File: config.mk
export PLATFORM = sky130hd
export DESIGN_NAME = lin_slave_responder_unit
export DESIGN_NICKNAME = d
export VERILOG_FILES = /design/src/design/lsr_pkg.sv /design/src/design/lin_slave_responder_unit.sv /design/src/design/lsr_ctrl.sv /design/src/design/lsr_datapath.sv
export SDC_FILE = /design/constraint.sdc
export NUM_CORES = 2
export LEC_CHECK = 0
export BUFFER_PORTS_ARGS = -buffer_cell sky130_fd_sc_hd__buf_2
export CORE_ASPECT_RATIO = 1.2
export CORE_UTILIZATION = 59
export CTS_BUF_LIST = sky130_fd_sc_hd__clkbuf_4
export CTS_CLUSTER_SIZE = 14
export DETAILED_ROUTE_END_ITERATION = 8
export GPL_TIMING_DRIVEN = 1
export PLACE_DENSITY = 0.78
export RECOVER_POWER = 100
export SLEW_MARGIN = 25
export SYNTH_ARGS = -nofsm -noshare
export SYNTH_HDL_FRONTEND = slang
export SYNTH_MEMORY_MAX_BITS = 65536
export SYNTH_SLANG_ARGS = --single-unit
export TNS_END_PERCENT = 50
File: constraint.sdc
create_clock -name clk -period 7.18 [get_ports clk]
set_input_delay 0.718 -clock clk [delete_from_list [all_inputs] [get_ports clk]]
set_output_delay 0.718 -clock clk [all_outputs]
set_load 0.01 [all_outputs]
File: src/design/lsr_pkg.sv
// Shared types and constants for the LIN slave responder.
// No dependencies; imported by the controller, datapath and top level.
`timescale 1ns / 1ps

package lsr_pkg;

    localparam int LSR_ID_COUNT     = 64;
    localparam int LSR_MAX_RESPONSE = 8;

    localparam logic [7:0] CHECK_BYTE_RESET = 8'h42;

    // event codes carried in the input word
    localparam logic [2:0] OP_BREAK = 3'd0;
    localparam logic [2:0] OP_BYTE  = 3'd1;
    localparam logic [2:0] OP_TXRDY = 3'd2;
    localparam logic [2:0] OP_LINERR = 3'd3;
    localparam logic [2:0] OP_LOAD  = 3'd4;

    // frame sequence phases, reported on the output word
    localparam logic [2:0] PH_BREAK = 3'd0;
    localparam logic [2:0] PH_ID    = 3'd1;
    localparam logic [2:0] PH_DATA  = 3'd2;
    localparam logic [2:0] PH_CHECK = 3'd3;
    localparam logic [2:0] PH_FIN   = 3'd4;

    // controller to datapath
    typedef struct packed {
        logic cap;   // latch the accepted input word
        logic rd;    // issue table reads
        logic exec;  // apply the event, load the output word
    } ctrl_cmd_t;

    // datapath to controller
    typedef struct packed {
        logic out_free;
    } ctrl_sts_t;

endpackage

File: src/design/lin_slave_responder_unit.sv
// LIN slave responder: top level joining controller and datapath.
// Input stream carries bus events and table loads, output stream carries
// one result word per event, cfg_we/cfg_wdata write the check byte.
// Each input word yields exactly one output word. Input word fields, s_tuser
// holds the event code and s_tdata the operands; output flags sit in m_tuser.
// Timing: an accepted word is latched, the length and response tables are
// read in the next cycle (registered memory read), and the event is then
// applied in the execute state, which loads the output register; execution
// waits there while the previous output word is still held. A new word is
// accepted only after the last one has been applied (latch, read, execute).
// If the receiver stalls, the finished word waits in the output register;
// the next word is still accepted and read, and is applied once the held
// word has been taken.
// Reset: sequence returns to await break, capture bytes and length table
// clear at once (per-id valid flags), response bytes stay undefined until
// loaded, the check byte returns to 0x42. No clearing pass is needed.
// Depends on lsr_pkg, lsr_ctrl, lsr_datapath.
`timescale 1ns / 1ps

module lin_slave_responder_unit #(
    parameter int ID_COUNT     = lsr_pkg::LSR_ID_COUNT,
    parameter int MAX_RESPONSE = lsr_pkg::LSR_MAX_RESPONSE
) (
    input  logic        clk,
    input  logic        rst_n,
    input  logic        s_tvalid,
    output logic        s_tready,
    // rx_byte[7:0], table_id[13:8], table_len[17:14], table_pos[20:18],
    // table_byte[28:21], zero[31:29]
    input  logic [31:0] s_tdata,
    // opcode[2:0]
    input  logic [2:0]  s_tuser,
    output logic        m_tvalid,
    input  logic        m_tready,
    // tx_byte[7:0], frame_id[13:8], frame_data[77:14], frame_check[85:78],
    // phase[88:86], zero[95:89]
    output logic [95:0] m_tdata,
    // tx_valid[0], frame_valid[1]
    output logic [1:0]  m_tuser,
    input  logic        cfg_we,
    input  logic [7:0]  cfg_wdata
);
    import lsr_pkg::*;

    ctrl_cmd_t cmd;
    ctrl_sts_t sts;

    lsr_ctrl u_ctrl (
        .clk      (clk),
        .rst_n    (rst_n),
        .s_tvalid (s_tvalid),
        .s_tready (s_tready),
        .sts      (sts),
        .cmd      (cmd)
    );

    lsr_datapath #(
        .ID_COUNT     (ID_COUNT),
        .MAX_RESPONSE (MAX_RESPONSE)
    ) u_datapath (
        .clk       (clk),
        .rst_n     (rst_n),
        .cmd       (cmd),
        .sts       (sts),
        .s_tdata   (s_tdata),
        .s_tuser   (s_tuser),
        .cfg_we    (cfg_we),
        .cfg_wdata (cfg_wdata),
        .m_tvalid  (m_tvalid),
        .m_tready  (m_tready),
        .m_tdata   (m_tdata),
        .m_tuser   (m_tuser)
    );

endmodule

File: src/design/lsr_ctrl.sv
// Sequencing controller for the LIN slave responder.
// Depends on lsr_pkg for the command and status structs.
`timescale 1ns / 1ps

module lsr_ctrl (
    input  logic               clk,
    input  logic               rst_n,
    input  logic               s_tvalid,
    output logic               s_tready,
    input  lsr_pkg::ctrl_sts_t sts,
    output lsr_pkg::ctrl_cmd_t cmd
);
    import lsr_pkg::*;

    typedef enum logic [2:0] {
        ST_IDLE = 3'b001,
        ST_READ = 3'b010,
        ST_EXEC = 3'b100
    } state_t;

    state_t state_reg;
    state_t state_next;

    always_comb
    begin
        state_next = state_reg;
        s_tready   = 1'b0;
        cmd        = '0;
        case (state_reg)
            ST_IDLE:
            begin
                s_tready = 1'b1;
                if (s_tvalid)
                begin
                    cmd.cap    = 1'b1;
                    state_next = ST_READ;
                end
            end
            ST_READ:
            begin
                cmd.rd     = 1'b1;
                state_next = ST_EXEC;
            end
            ST_EXEC:
            begin
                // hold here while the previous result is still unread
                if (sts.out_free)
                begin
                    cmd.exec   = 1'b1;
                    state_next = ST_IDLE;
                end
            end
            default:
            begin
                state_next = ST_IDLE;
            end
        endcase
    end

    always_ff @(posedge clk or negedge rst_n)
    begin
        if (!rst_n)
        begin
            state_reg <= ST_IDLE;
        end
        else
        begin
            state_reg <= state_next;
        end
    end

    a_accept_reads: assert property (@(posedge clk) disable iff (!rst_n)
        (s_tvalid && s_tready) |=> (state_reg == ST_READ && cmd.rd))
        else $error("accepted word not followed by table read");

    a_read_execs: assert property (@(posedge clk) disable iff (!rst_n)
        cmd.rd |=> (state_reg == ST_EXEC))
        else $error("table read not followed by execute state");

    a_exec_blocks_input: assert property (@(posedge clk) disable iff (!rst_n)
        (cmd.exec || cmd.rd) |-> !s_tready)
        else $error("input ready while a word is in flight");

endmodule

File: src/design/lsr_datapath.sv
// Datapath of the LIN slave responder: input latch, length and response
// tables, frame sequence state, capture registers and output word.
// Depends on lsr_pkg; driven by lsr_ctrl commands.
`timescale 1ns / 1ps

module lsr_datapath #(
    parameter int ID_COUNT     = lsr_pkg::LSR_ID_COUNT,
    parameter int MAX_RESPONSE = lsr_pkg::LSR_MAX_RESPONSE
) (
    input  logic               clk,
    input  logic               rst_n,
    input  lsr_pkg::ctrl_cmd_t cmd,
    output lsr_pkg::ctrl_sts_t sts,
    input  logic [31:0]        s_tdata,
    input  logic [2:0]         s_tuser,
    input  logic               cfg_we,
    input  logic [7:0]         cfg_wdata,
    output logic               m_tvalid,
    input  logic               m_tready,
    output logic [95:0]        m_tdata,
    output logic [1:0]         m_tuser
);
    import lsr_pkg::*;

    localparam int ID_AW  = (ID_COUNT > 1) ? $clog2(ID_COUNT) : 1;
    localparam int POS_AW = (MAX_RESPONSE > 1) ? $clog2(MAX_RESPONSE) : 1;
    localparam int LEN_W  = $clog2(MAX_RESPONSE + 1);
    localparam int RSP_DEPTH = ID_COUNT * MAX_RESPONSE;
    localparam int RA_W   = (RSP_DEPTH > 1) ? $clog2(RSP_DEPTH) : 1;

    // latched input word
    logic [2:0] op_reg;
    logic [7:0] rx_reg;
    logic [5:0] tid_reg;
    logic [3:0] tlen_reg;
    logic [2:0] tpos_reg;
    logic [7:0] tbyte_reg;

    logic [7:0] check_byte_reg;

    // frame sequence state
    logic [2:0] step_reg, step_next;
    logic [3:0] send_pos_reg, send_pos_next;
    logic [3:0] capture_pos_reg, capture_pos_next;
    logic [5:0] active_id_reg, active_id_next;
    logic [7:0] capture_check_reg, capture_check_next;
    logic [7:0] capture_reg [MAX_RESPONSE];

    // tables
    logic [LEN_W-1:0]    len_mem [ID_COUNT];
    logic [ID_COUNT-1:0] len_valid_reg;
    logic [7:0]          rsp_mem [RSP_DEPTH];

    logic [LEN_W-1:0] len_q_reg;
    logic             len_ok_reg;
    logic [7:0]       rsp_q_reg;
    logic             rsp_ok_reg;

    // output word
    logic        m_tvalid_reg;
    logic        tx_valid_reg, frame_valid_reg;
    logic [7:0]  tx_byte_reg, frame_check_reg;
    logic [5:0]  frame_id_reg;
    logic [63:0] frame_data_reg;
    logic [2:0]  phase_reg;

    // read-side addressing
    logic [5:0]      rd_id;
    logic            rd_id_ok;
    logic [RA_W-1:0] rd_addr;

    // write-side addressing
    logic            tbl_id_ok;
    logic [RA_W-1:0] wr_addr;
    logic [LEN_W-1:0] tlen_clamped;

    // execute results
    logic [LEN_W-1:0] len_cur;
    logic [7:0]       byte_cur;
    logic [3:0]       sp_inc;
    logic [2:0]       send_step;
    logic             tbl_we;
    logic             cap_we;
    logic             tx_v, fr_v;
    logic [7:0]       tx_b;
    logic [63:0]      cap_data;

    assign sts.out_free = !m_tvalid_reg || m_tready;

    always_ff @(posedge clk)
    begin
        if (cmd.cap)
        begin
            op_reg    <= s_tuser;
            rx_reg    <= s_tdata[7:0];
            tid_reg   <= s_tdata[13:8];
            tlen_reg  <= s_tdata[17:14];
            tpos_reg  <= s_tdata[20:18];
            tbyte_reg <= s_tdata[28:21];
        end
    end

    always_ff @(posedge clk or negedge rst_n)
    begin
        if (!rst_n)
        begin
            check_byte_reg <= CHECK_BYTE_RESET;
        end
        else if (cfg_we)
        begin
            check_byte_reg <= cfg_wdata;
        end
    end

    // the id byte picks its own length; otherwise the active frame is read
    always_comb
    begin
        rd_id    = (op_reg == OP_BYTE && step_reg == PH_ID) ? rx_reg[5:0] : active_id_reg;
        rd_id_ok = int'(rd_id) < ID_COUNT;
        rd_addr  = RA_W'(RA_W'(rd_id) * RA_W'(MAX_RESPONSE) + RA_W'(send_pos_reg));
    end

    always_comb
    begin
        tbl_id_ok    = int'(tid_reg) < ID_COUNT;
        wr_addr      = RA_W'(RA_W'(tid_reg) * RA_W'(MAX_RESPONSE) + RA_W'(tpos_reg));
        tlen_clamped = (int'(tlen_reg) > MAX_RESPONSE) ? LEN_W'(MAX_RESPONSE)
                                                       : LEN_W'(tlen_reg);
    end

    always_ff @(posedge clk)
    begin
        if (cmd.rd)
        begin
            len_q_reg <= len_mem[rd_id[ID_AW-1:0]];
            rsp_q_reg <= rsp_mem[rd_addr];
        end
        if (cmd.exec && tbl_we)
        begin
            len_mem[tid_reg[ID_AW-1:0]] <= tlen_clamped;
            if (int'(tpos_reg) < MAX_RESPONSE)
            begin
                rsp_mem[wr_addr] <= tbyte_reg;
            end
        end
    end

    always_ff @(posedge clk or negedge rst_n)
    begin
        if (!rst_n)
        begin
            len_valid_reg <= '0;
            len_ok_reg    <= 1'b0;
            rsp_ok_reg    <= 1'b0;
        end
        else
        begin
            if (cmd.rd)
            begin
                len_ok_reg <= rd_id_ok && len_valid_reg[rd_id[ID_AW-1:0]];
                rsp_ok_reg <= rd_id_ok && (int'(send_pos_reg) < MAX_RESPONSE);
            end
            if (cmd.exec && tbl_we)
            begin
                len_valid_reg[tid_reg[ID_AW-1:0]] <= 1'b1;
            end
        end
    end

    always_comb
    begin
        cap_data = '0;
        for (int i = 0; i < MAX_RESPONSE; i++)
        begin
            cap_data[8*i +: 8] = capture_reg[i];
        end
    end

    always_comb
    begin
        len_cur   = len_ok_reg ? len_q_reg : '0;
        byte_cur  = rsp_ok_reg ? rsp_q_reg : 8'h00;
        sp_inc    = send_pos_reg + 4'd1;
        send_step = (sp_inc >= 4'(len_cur)) ? PH_CHECK : PH_DATA;

        step_next          = step_reg;
        send_pos_next      = send_pos_reg;
        capture_pos_next   = capture_pos_reg;
        active_id_next     = active_id_reg;
        capture_check_next = capture_check_reg;
        tbl_we = 1'b0;
        cap_we = 1'b0;
        tx_v   = 1'b0;
        tx_b   = 8'h00;
        fr_v   = 1'b0;

        case (op_reg)
            OP_BREAK:
            begin
                if (step_reg == PH_BREAK)
                begin
                    step_next = PH_ID;
                end
            end
            OP_BYTE:
            begin
                case (step_reg)
                    PH_ID:
                    begin
                        if (len_cur != '0)
                        begin
                            active_id_next = rx_reg[5:0];
                            tx_v           = 1'b1;
                            tx_b           = byte_cur;
                            send_pos_next  = sp_inc;
                            step_next      = send_step;
                        end
                        else
                        begin
                            step_next = PH_BREAK;
                        end
                    end
                    PH_DATA:
                    begin
                        // echoes beyond the capture depth are dropped
                        if (int'(capture_pos_reg) < MAX_RESPONSE)
                        begin
                            cap_we           = 1'b1;
                            capture_pos_next = capture_pos_reg + 4'd1;
                        end
                    end
                    PH_CHECK:
                    begin
                        capture_check_next = rx_reg;
                    end
                    default:
                    begin
                        step_next        = PH_BREAK;
                        send_pos_next    = '0;
                        capture_pos_next = '0;
                    end
                endcase
            end
            OP_TXRDY:
            begin
                case (step_reg)
                    PH_DATA:
                    begin
                        tx_v          = 1'b1;
                        tx_b          = byte_cur;
                        send_pos_next = sp_inc;
                        step_next     = send_step;
                    end
                    PH_CHECK:
                    begin
                        tx_v      = 1'b1;
                        tx_b      = check_byte_reg;
                        step_next = PH_FIN;
                    end
                    PH_FIN:
                    begin
                        fr_v             = 1'b1;
                        step_next        = PH_BREAK;
                        send_pos_next    = '0;
                        capture_pos_next = '0;
                    end
                    default:
                    begin
                        step_next        = PH_BREAK;
                        send_pos_next    = '0;
                        capture_pos_next = '0;
                    end
                endcase
            end
            OP_LINERR:
            begin
                step_next        = PH_BREAK;
                send_pos_next    = '0;
                capture_pos_next = '0;
            end
            OP_LOAD:
            begin
                tbl_we = tbl_id_ok;
            end
            default:
            begin
                step_next = step_reg;
            end
        endcase
    end

    always_ff @(posedge clk or negedge rst_n)
    begin
        if (!rst_n)
        begin
            step_reg          <= PH_BREAK;
            send_pos_reg      <= '0;
            capture_pos_reg   <= '0;
            active_id_reg     <= '0;
            capture_check_reg <= '0;
            for (int i = 0; i < MAX_RESPONSE; i++)
            begin
                capture_reg[i] <= '0;
            end
        end
        else if (cmd.exec)
        begin
            step_reg          <= step_next;
            send_pos_reg      <= send_pos_next;
            capture_pos_reg   <= capture_pos_next;
            active_id_reg     <= active_id_next;
            capture_check_reg <= capture_check_next;
            if (cap_we)
            begin
                capture_reg[capture_pos_reg[POS_AW-1:0]] <= rx_reg;
            end
        end
    end

    always_ff @(posedge clk or negedge rst_n)
    begin
        if (!rst_n)
        begin
            m_tvalid_reg <= 1'b0;
        end
        else if (cmd.exec)
        begin
            m_tvalid_reg <= 1'b1;
        end
        else if (m_tready)
        begin
            m_tvalid_reg <= 1'b0;
        end
    end

    always_ff @(posedge clk)
    begin
        if (cmd.exec)
        begin
            tx_valid_reg    <= tx_v;
            tx_byte_reg     <= tx_b;
            frame_valid_reg <= fr_v;
            frame_id_reg    <= fr_v ? active_id_reg : 6'd0;
            frame_data_reg  <= fr_v ? cap_data : 64'd0;
            frame_check_reg <= fr_v ? capture_check_reg : 8'h00;
            phase_reg       <= step_next;
        end
    end

    assign m_tvalid = m_tvalid_reg;
    assign m_tuser  = {frame_valid_reg, tx_valid_reg};
    assign m_tdata  = {7'd0, phase_reg, frame_check_reg, frame_data_reg,
                       frame_id_reg, tx_byte_reg};

    a_idle_pos_zero: assert property (@(posedge clk) disable iff (!rst_n)
        (step_reg == PH_BREAK || step_reg == PH_ID) |-> (send_pos_reg == 4'd0))
        else $error("send position not cleared outside a frame");

    a_capture_bound: assert property (@(posedge clk) disable iff (!rst_n)
        int'(capture_pos_reg) <= MAX_RESPONSE)
        else $error("capture position past capture depth");

    a_exec_no_overwrite: assert property (@(posedge clk) disable iff (!rst_n)
        cmd.exec |-> (!m_tvalid_reg || m_tready))
        else $error("result word overwritten before it was taken");

    a_exec_shows_word: assert property (@(posedge clk) disable iff (!rst_n)
        cmd.exec |=> (m_tvalid && phase_reg == $past(step_next)))
        else $error("executed event did not present its word");

endmodule
Word-level counts from Yosys, hierarchy flattened
Memory sizes are Yosys's and may differ from the RTL's. A register that Yosys moved wholly into a read port is not among the register bits.
Index checks and enable logic that the tools add are counted.

storage, ports and cells
  register bits = 290
  bits in writable memories = 4,352
  output and inout port bits = 100
  memories kept = 2

memory list
  name                words  bits a word  read ports  clocked after Yosys merged registers in  write ports  RTL line            RTL
  u_datapath.rsp_mem  512    8            1           1                                        1            lsr_datapath.sv:52  logic [7:0] rsp_mem [RSP_DEPTH];
  u_datapath.len_mem  64     4            1           1                                        1            lsr_datapath.sv:50  logic [LEN_W-1:0] len_mem [ID_COUNT];

cells by class
  $add $sub $neg = 4
  $lt $le $gt $ge = 9
  equality and inequality tests = 19
  mux-type cells = 52
  bitwise gates (word level) = 2
  reductions and logical operators = 19

operators with widths
  cell                                                                  number
  64-bit bitwise mux                                                    1
  64-bit bitwise OR                                                     1
  8-bit 2-to-1 mux                                                      4
  8-bit case mux with 2 select lines                                    2
  8-bit demux with 3-bit select                                         1
  4-bit case mux with 2 select lines                                    3
  4-bit case mux with 3 select lines                                    2
  1-bit 2-to-1 mux                                                      22
  4-bit 2-to-1 mux                                                      5
  3-bit by 2-bit == test with 1-bit output, second input constant       5
  6-bit by 7-bit < comparator with 1-bit output, second input constant  2
  3-bit 2-to-1 mux                                                      4
  2-bit inequality test, second input constant                          6
  3-bit case mux with 2 select lines                                    2
  3-bit case mux with 4 select lines                                    1
  5-bit AND reduction                                                   2
  9-bit by 3-bit adder with 9-bit output                                1
  9-bit by 4-bit adder with 9-bit output                                1
  3-bit by 1-bit == test with 1-bit output, second input constant       3
  3-bit == test, second input constant                                  3
  3-bit case mux with 3 select lines                                    1
  4-bit by 1-bit adder with 4-bit output, second input constant         2
  4-bit < comparator, second input constant                             2
  1-bit binary-select mux with 6-bit select                             1
  other kinds (21)                                                      28

Longest topological paths before layout
  depth in word-level cells = 7
  gate-level depth with buffers = 20
  gate-level depth less buffers = 13

Hierarchy
A second synthesis with hierarchy kept.

unflattened totals
  cell total of the unflattened synthesis = 8,555
  area total of the unflattened synthesis = 179,424.6 um^2

by module, submodules not included
  module        times used  cells an instance  area an instance (um^2)  sequential area each (um^2)
  lsr_datapath  1           8,541              179,265.7                138,845.7
  lsr_ctrl      1           14                 158.9                    76.3

Worst setup path before layout
OpenSTA, ideal clock, no wires.

  path type = reg2reg
  start point = register u_datapath.tbyte_reg[0]
  end point = memory u_datapath.rsp_mem[0][0] (data pin)
  library setup time = 1.435 ns
  arrival = 6.158 ns
  data required time = 5.745 ns
  setup slack = -0.413 ns
  cell stages (with the launch flop) = 1
  path buffers = 0
  clock period less this slack = 7.593 ns
  path through = edfxtp_1

RTL lines
  item                    RTL line            RTL
  from (decl)             lsr_datapath.sv:37  logic [7:0] tbyte_reg;
  from (signal assigned)  lsr_datapath.sv:99  tbyte_reg <= s_tdata[28:21];
  to (decl)               lsr_datapath.sv:52

Straight into the memory's write port.

==> key figures <==
Clocking
  – Setup Fix Bufs, Post-CTS: 0
  – Clock transition at path regs: 0.08 ns
  – Bufs on Longest Clock Path: 4
  – CTS resizes: 0
  – CTS Buf Count: 1077
  – Clock insertion delay at the later pin of the skew report: 1.55 ns
  – CTS tree: done
  – CTS Sinks: 4654
  – Root Driver: clkbuf_4
  – Clock H-tree levels: 7

Setup path
  – Setup Crit Path Kind: reg2reg
  – Worst r2r path cells: 9
  – RR Endpoint: u_datapath.rsp_mem[381][5]$_DFFE_PP_
  – Startpoint types: register
  – CP max FO: 25
  – Worst setup EP type: register
  – Slowest cell on the critical path: clkbuf_1
  – Worst path cell trace: or3b_1 > nor2_4 > clkbuf_1 > and3_1 > buf_4 > and3_1 > nand2_1 > clkbuf_2 > nor2_1
  – Worst r2r src: u_ctrl.state_reg[0]$_DFFE_PN1P_
  – Critical path required time: 8.21 ns
  – Max stage delay on crit path: 1.08 ns
  – R2R Setup Slk: 0.66 ns
  – Worst path arrival time: 7.55 ns
  – Critical Path Most Common Cell: and3_1

Pwr
  – Worst VDD drop: 158 µV
  – Power per Cell Area: 283 nW/µm²
  – Cell leakage power: 62.6 nW

Cells and area
  – Multi-input logic area: 39500 µm²
  – Commonest non-fill, non-tap cell in the layout: edfxtp_1
  – Biggest register: u_datapath.rsp_mem
  – Largest register FFs: 4096
  – P&R area growth vs syn: 10.9%
  – Register area: 139000 µm²
  – Share of cells above drive strength 1: 32.3%
  – Commonest cells after routing, fill and taps aside: edfxtp_1, clkbuf_4, mux4_2
  – Nets: 9521
  – Final Instance Area: 200000 µm²
  – Filler Cells Inserted: 19100

Placed design
  – Number of port buffers: 137
  – Placement Cell Area: 186000 µm²
  – Place WS: 1.66 ns
  – GP Congestion: 0.868
  – Post-DP HPWL: 249 mm

Status
  – Violated checks: max-capacitance violations, max-slew violations
  – Outcome: finished, violations left

Yosys
  – Post-synth design cell area: 180000 µm²
  – Yosys warning total: 0
  – Synth top area share: 74.7%
  – Async S/R FF share, synth: 3.59%
  – Distinct cell type count after synthesis: 76
  – Ranking of synthesized cells by area: edfxtp_1, mux4_2, dfrtp_1
  – Number of flops mapped to enable cells by yosys: 4487
  – Synth area leader: edfxtp_1
  – Avg Cell Area, Syn: 21.3 µm²
  – FF+latch count, synth: 4654
  – Post-synth top flop: edfxtp_1
  – Syn Inst Count: 8491
  – Post-synthesis sequential area ratio: 77.0%

Die
  – Starting Density: 59.3%
  – Total core area: 304000 µm²
  – Die Y: 608 µm
  – Die area: 308000 µm²
  – I/O pins: 148
  – Site Rows: 222
  – Die W: 507 µm

Timing
  – Final hold vios: 0
  – Post-layout min period: 6.52 ns
  – Fmax: 0.153 GHz
  – Least-Margin Pin Slew: 4.90 ns
  – Fin worst setup slack: 0.657 ns
  – Final period util: 90.8%
  – Slew headroom: -227%
  – Final Skew: 0.141 ns
  – RSZ-0062 raised after global routing: no
  – Final hold slack: 0.176 ns
  – Number of max-slew violations in the final report: 3825
  – Setup Viol. Count Final: 0
  – Total negative slack: 0 ns

Routing
  – Remaining DRCs: 0
  – DRT iter0 DRCs: 11600
  – First drt pass iteration count: 6
  – Vias per cell: 6.46
  – WL/cell: 29.7 µm
  – Vias: 92100
  – Post-DRT Antenna Nets: 0
  – Total Routed Length: 424 mm

Global route
  – Grt ovf: 0
  – Vias in the first global route: 94800
  – Global-route wire length before repair: 619 mm
  – Initial antenna violation count: 13
  – Total track usage: 27.5%
  – Largest net degree at the start of global routing: 247

Worst hold path
  – WHS Endpoint: u_datapath.check_byte_reg[0]$_DFFE_PN0P_
  – Worst hold-check path type: in2reg
  – Cell count of the worst hold path: 3
  – Hold_sp: cfg_we

Job
  – MaxCap Viol Count: 52
power breakdown:
| group | internal [mW] | switching, mW |
|---|---|---|
| combinational | 1.24 | 2.89 |
| sequential | 31.3 | 0.193 |
| clock | 10.8 | 10.1 |
| total | 43.4 | 13.2 |
cell usage after synthesis, drive strengths merged, types with 13 or more instances:
library cell,n
mux4,1280
nand3,123
o21ai,43
dfrtp,164
and3,41
and2,90
nand4,93
or2,65
mux2,85
a211oi,29
clkbuf,289
nor3,18
mux2i,28
inv,13
a31oi,14
a21oi,25
nand2,523
buf,222
edfxtp,4487
a32oi,14
nor2,672
a311oi,23
worst max-delay path by stage:
stage | to | start | slack (ns)
2_1_floorplan | u_datapath.rsp_mem[0][0]$_DFFE_PP_ | u_datapath.tbyte_reg[0]$_DFFE_PP_ | -0.41
3_3_place_gp | u_datapath.rsp_q_reg[7]$_DFFE_PN_ | u_datapath.op_reg[1]$_DFFE_PP_ | 1.74
3_5_place_dp | u_datapath.rsp_q_reg[3]$_DFFE_PN_ | u_datapath.op_reg[1]$_DFFE_PP_ | 1.66
4_1_cts | u_datapath.rsp_q_reg[0]$_DFFE_PN_ | u_datapath.op_reg[1]$_DFFE_PP_ | 1.58
5_1_grt | u_datapath.rsp_mem[381][5]$_DFFE_PP_ | u_ctrl.state_reg[0]$_DFFE_PN1P_ | 0.67
6_report | u_datapath.rsp_mem[381][5]$_DFFE_PP_ | u_ctrl.state_reg[0]$_DFFE_PN1P_ | 0.66
cell families (layout without fill, tap and decap cells):
family | after synthesis | after routing | synth area share, %
compound gates | 217 | 217 | 0.885
xor+xnor | 6 | 6 | 0.0291
fa+ha+maj | 8 | 8 | 0.0555
buf+inv | 524 | 2257 | 1.24
flops | 4654 | 4654 | 77.0
mux | 1393 | 1393 | 16.7
other cells | 1 | 16 | 0.00208
simple gates | 1688 | 1688 | 4.15
stage by stage:
| step | total power [mW] | instances | utilization, % |
|---|---|---|---|
| 5_1_grt | 58.4 | 14300 | 65.8 |
| 3_5_place_dp | 36.0 | 12300 | 61.2 |
| 6_report | 56.6 | 14300 | 65.8 |
| 2_1_floorplan | 34.9 | 8497 | - |
| 4_1_cts | 56.7 | 14300 | 65.9 |
| 3_3_place_gp | 35.8 | 12300 | 61.1 |
cell type report:
cell class	count	area share [%]
Timing Repair Buffer	400	1.55
Clock buffer	1522	5.71
Inverter	13	0.0262
Antenna cell	9	0.0112
Sequential cell	4654	69.4
Clock inverter	322	1.07
Tap cell	4032	2.52
Multi-Input combinational cell	3319	19.7
worst max-delay path, delay by kind of cell, from the launching register on:
kind	cells	cell delay (ns)
buffers and inverters	3	2.32
and+or+nand+nor	6	3.30
DFF	1	0.44
per-layer routing:
metal / vias up / wire length [µm] / GRT usage (%)
met5: - / 20 / 0
met4: 4 / 18300 / 12.1
met3: 976 / 45200 / 6.50
met2: 6154 / 212000 / 44.3
met1: 47400 / 148000 / 36.3
li1: 37600 / - / -
timing repair:
item	in CTS	in global routing
endpoints found under the hold margin	173	0
endpoints found under the setup margin	0	0
hold buffers	91	0
No activity file was read; power rests on OpenSTA's default activity.
